`config.mk`:
```
export PLATFORM = sky130hd
export DESIGN_NAME = shaeng_fifo
export DESIGN_NICKNAME = d
export VERILOG_FILES = /design/src/shaeng_fifo.sv
export SDC_FILE = /design/constraint.sdc
export NUM_CORES = 1
export LEC_CHECK = 0
export CAP_MARGIN = 15
export CELL_PAD_IN_SITES_DETAIL_PLACEMENT = 1
export CELL_PAD_IN_SITES_GLOBAL_PLACEMENT = 2
export CORE_MARGIN = 2
export CORE_UTILIZATION = 40
export CTS_CLUSTER_SIZE = 25
export DETAILED_ROUTE_END_ITERATION = 10
export DONT_BUFFER_PORTS = 1
export PLACE_DENSITY_LB_ADDON = 0.05
export SLEW_MARGIN = 20
export SYNTH_ARGS = -nofsm -noshare
export SYNTH_HDL_FRONTEND = slang
export SYNTH_SLANG_ARGS = --single-unit
```
`constraint.sdc`:
```
create_clock -name clk -period 15.9 [get_ports clk]
set_clock_uncertainty 0.15 [all_clocks]
set_input_delay 1.59 -clock clk [delete_from_list [all_inputs] [get_ports clk]]
set_output_delay 1.59 -clock clk [all_outputs]
set_load 0.005 [all_outputs]
```
`src/shaeng_fifo.sv`:
```
// Small register FIFO used for the word queue and the digest queue.
`timescale 1ns / 1ps
module shaeng_fifo #(
  parameter int WIDTH = 65,
  parameter int DEPTH = 16
) (
  input  logic             clk,
  input  logic             rst,
  input  logic             wr_en,
  input  logic [WIDTH-1:0] wr_data,
  input  logic             rd_en,
  output logic [WIDTH-1:0] rd_data,
  output logic             full,
  output logic             empty
);

  localparam int PtrBits = (DEPTH > 1) ? $clog2(DEPTH) : 1;
  localparam int CntBits = $clog2(DEPTH + 1);
  localparam logic [PtrBits-1:0] LastPtr = PtrBits'(DEPTH - 1);
  localparam logic [CntBits-1:0] FullCnt = CntBits'(DEPTH);

  logic [WIDTH-1:0]   mem [DEPTH];
  logic [PtrBits-1:0] wr_ptr;
  logic [PtrBits-1:0] rd_ptr;
  logic [CntBits-1:0] count;
  logic               do_wr;
  logic               do_rd;

  assign full    = (count == FullCnt);
  assign empty   = (count == '0);
  assign do_wr   = wr_en && !full;
  assign do_rd   = rd_en && !empty;
  assign rd_data = mem[rd_ptr];

  always_ff @(posedge clk) begin
    if (do_wr) begin
      mem[wr_ptr] <= wr_data;
    end
  end

  always_ff @(posedge clk) begin
    if (rst) begin
      wr_ptr <= '0;
      rd_ptr <= '0;
      count  <= '0;
    end else begin
      if (do_wr) begin
        wr_ptr <= (wr_ptr == LastPtr) ? '0 : wr_ptr + 1'b1;
      end
      if (do_rd) begin
        rd_ptr <= (rd_ptr == LastPtr) ? '0 : rd_ptr + 1'b1;
      end
      if (do_wr && !do_rd) begin
        count <= count + 1'b1;
      end else if (do_rd && !do_wr) begin
        count <= count - 1'b1;
      end
    end
  end

  a_no_overflow: assert property (@(posedge clk) disable iff (rst) wr_en |-> !full)
    else $error("write into full fifo");
  a_count_range: assert property (@(posedge clk) disable iff (rst) count <= FullCnt)
    else $error("fifo count out of range");
  a_not_full_and_empty: assert property (@(posedge clk) disable iff (rst) !(full && empty))
    else $error("fifo full and empty at once");

endmodule

```
==> impl_results.md <==
* Status: finished, final reports clean
* Routed wire length at 101000 um
* Post_cts resized at 0
* Vias at 17900
* Root buffer cell: clkbuf_16
* Slew headroom at 0.305
* GR Overflow Total at 0
* Register area share after synthesis at 0.793
* Tcrit/Tclk final at 0.384
* Synth top cells by count: 1040 x edfxtp_1, 260 x mux4_2, 130 x a22oi_1
* Design Area, Final at 45100 um^2
* Maximum VDD drop at 0.0832 mV
* Area added between synthesis and finish at 13.4%
* Fin. max-slew vios at 0
* Vias/cell at 5.68
* Global-route wire length before repair at 146000 um
* Number of global-route vias before repair at 19800
* Mux contribution to synthesized area at 0.148
* CTS Hold Bufs at 0
* Post-Synth XOR/XNOR Area at 0.00110
* Later-pin clock latency in the skew report at 0.67 ns
* Gr usage total at 0.201
* Syn Inst Count at 1701
* Core Footprint at 98600 um^2
* GPL Wtd Cong at 0.691
* DRT Pass-1 Iters at 5
* Post-synth EDFFs at 1040
* Compound-gate portion of the synthesized area at 0.0282
* DR iter-0 viols at 1527
* Worst Setup End Kind: primary output
* #FFs+latches synth at 1057
* Hold Path Class: reg -> reg
* Simple-gate share of the synthesized area at 0.0120
* Fin Setup TNS at 0 ns
* Fin nets at 1852
* Final Hold Viols at 0
* Clock period minus worst slack at 6.10 ns
* Setup repair bufs after CTS at 0
* Ant diodes at 0
* Core Util, Final at 0.458
* Area contributors post-synth: edfxtp_1 78%, mux4_2 15%, a22oi_1 2.5%
* Multi-input gate area at 7820 um^2
* Ports at 136
* Required time of the critical path at 14.16 ns
* Main flop type after synthesis: edfxtp_1
* Leak Pwr at 0.0138 uW
* Std cell rows at 115
* Syn_nets at 1781
* Htree depth at 3
* Detail Placement HPWL at 48200 um
* Final ANT Viol Nets at 0
* Final setup viols at 0
* Layout cells sized above 1 at 0.263
* Yosys top cell area share at 0.785
* Total Die Area at 102000 um^2
* Clock Pin Slew Worst Setup and Hold Paths at 0.06 ns
* CTS buffer count at 113
* Max-Cap Viols at 0
* Ys async rst share at 0
* Register area at 31600 um^2
* Crit Path Max Fanout at 48
* Worst Path Arrival at 4.36 ns
* Largest area contributor in the netlist: edfxtp_1
* Yosys warns at 0
* Starting Density at 0.404
* Unrepaired setup endpoints after global routing: false
* Startpoint Class: flop
* Initial antenna violation count at 1
* # port buffers at 0
* CTS tree: yes
* Syn_area_per_cell at 23.4 um^2
* Synth cell types at 38
* CTS Sinks at 1057
* Worst slew pin tran at 1.04 ns
* Largest family of logic cells by synthesized area: multiplexers
* Total power at 6770 uW
* P per Cell Area at 150 nW/um^2
* Placed inst area at 41400 um^2
* Routed wire per std cell at 32.0 um
* Die Ht at 319 um
* Synth Area in Adders at 0.00365
* Die X at 319 um
* Post-Syn Area at 39800 um^2
* Max Root-Sink Buffers at 3
* Critical path class: reg -> out
* Max Fclk at 164 MHz
* Drt drc at 0
* Filler Cell Count at 8712
* Largest net degree at the start of global routing at 65
* Top-count cell post-synth: edfxtp_1
[per-stage QoR]
stage	hold WS, ns	setup WS, ns	instances
floorplan	0.319	8.92	1701
global placement	0.346	10.27	2943
detailed placement	0.349	10.27	2944
CTS	0.356	9.53	3152
global route	0.389	9.26	3152
finish	0.355	9.80	3152
[cell usage in the layout (no fill, tap or decap), types with 6 or more instances in the layout]
cell type and instances:
edfxtp_1 1040, mux4_2 260, a22oi_1 130, clkbuf_16 118, nand2_1 72, buf_4 46, clkbuf_1 26, clkinv_1 26
clkinv_2 17, nor2_1 15, dfxtp_1 15, bufinv_16 14, nor2_4 13, ha_1 10, a21oi_1 8, inv_1 6
[layer usage]
metal | wire, um | vias up | share of wire | global-route usage
met2 | 50000 | 408 | 0.50 | 0.334
met5 | 0 | - | 0 | 0
met4 | 1990 | 0 | 0.020 | 0.0466
met1 | 43700 | 9957 | 0.43 | 0.271
li1 | - | 7416 | - | -
met3 | 5250 | 133 | 0.052 | 0.0451
[path summary, 6_finish.rpt]
path | cells past startpoint | slack, ns | to | from
min reg2reg | 2 | 0.36 | count[3]$_SDFFE_PP0P_ | count[3]$_SDFFE_PP0P_
min | 2 | 0.36 | count[3]$_SDFFE_PP0P_ | count[3]$_SDFFE_PP0P_
max reg2reg | 7 | 12.41 | mem[2][18]$_DFFE_PP_ | count[0]$_SDFFE_PP0P_
max | 5 | 9.80 | rd_data[54] | flop
[registers in the layout, indices dropped and copies added, names as in the netlist, named ones only]
name	cells
mem	1040
count	5
rd_ptr	4
wr_ptr	4
[layout make-up]
| type | count | share of cell area |
|---|---|---|
| repair buffers | 47 | 0.00826 |
| flip-flops and latches | 1057 | 0.700 |
| multi-input cells | 546 | 0.173 |
| inverters | 7 | 0.000582 |
| well taps | 1287 | 0.0357 |
| clock buffers | 147 | 0.0685 |
| clock inverters | 61 | 0.0142 |
[critical path: stages (launching register included)]
cell and delay (ns):
dfxtp_4 0.83, buf_4 0.90, buf_4 0.89, mux4_2 0.59, a22oi_1 0.22, nand2_1 0.20
[report_power, final]
| part | leakage [uW] | switching [uW] | internal, uW |
|---|---|---|---|
| clock | 0.00182 | 1060 | 1580 |
| combinational | 0.00249 | 474 | 450 |
| sequential | 0.00953 | 54.1 | 3140 |
[kinds of logic (layout without fill, tap and decap cells)]
| family | after synthesis | count (layout) |
|---|---|---|
| buffers and inverters | 98 | 262 |
| AOI/OAI and AO/OA | 150 | 150 |
| adders and majority gates | 11 | 11 |
| and+or+nand+nor | 116 | 116 |
| DFF | 1057 | 1057 |
| muxes | 264 | 264 |
| xor gates and xnor gates | 5 | 5 |
(Power assumes the default switching activity.)
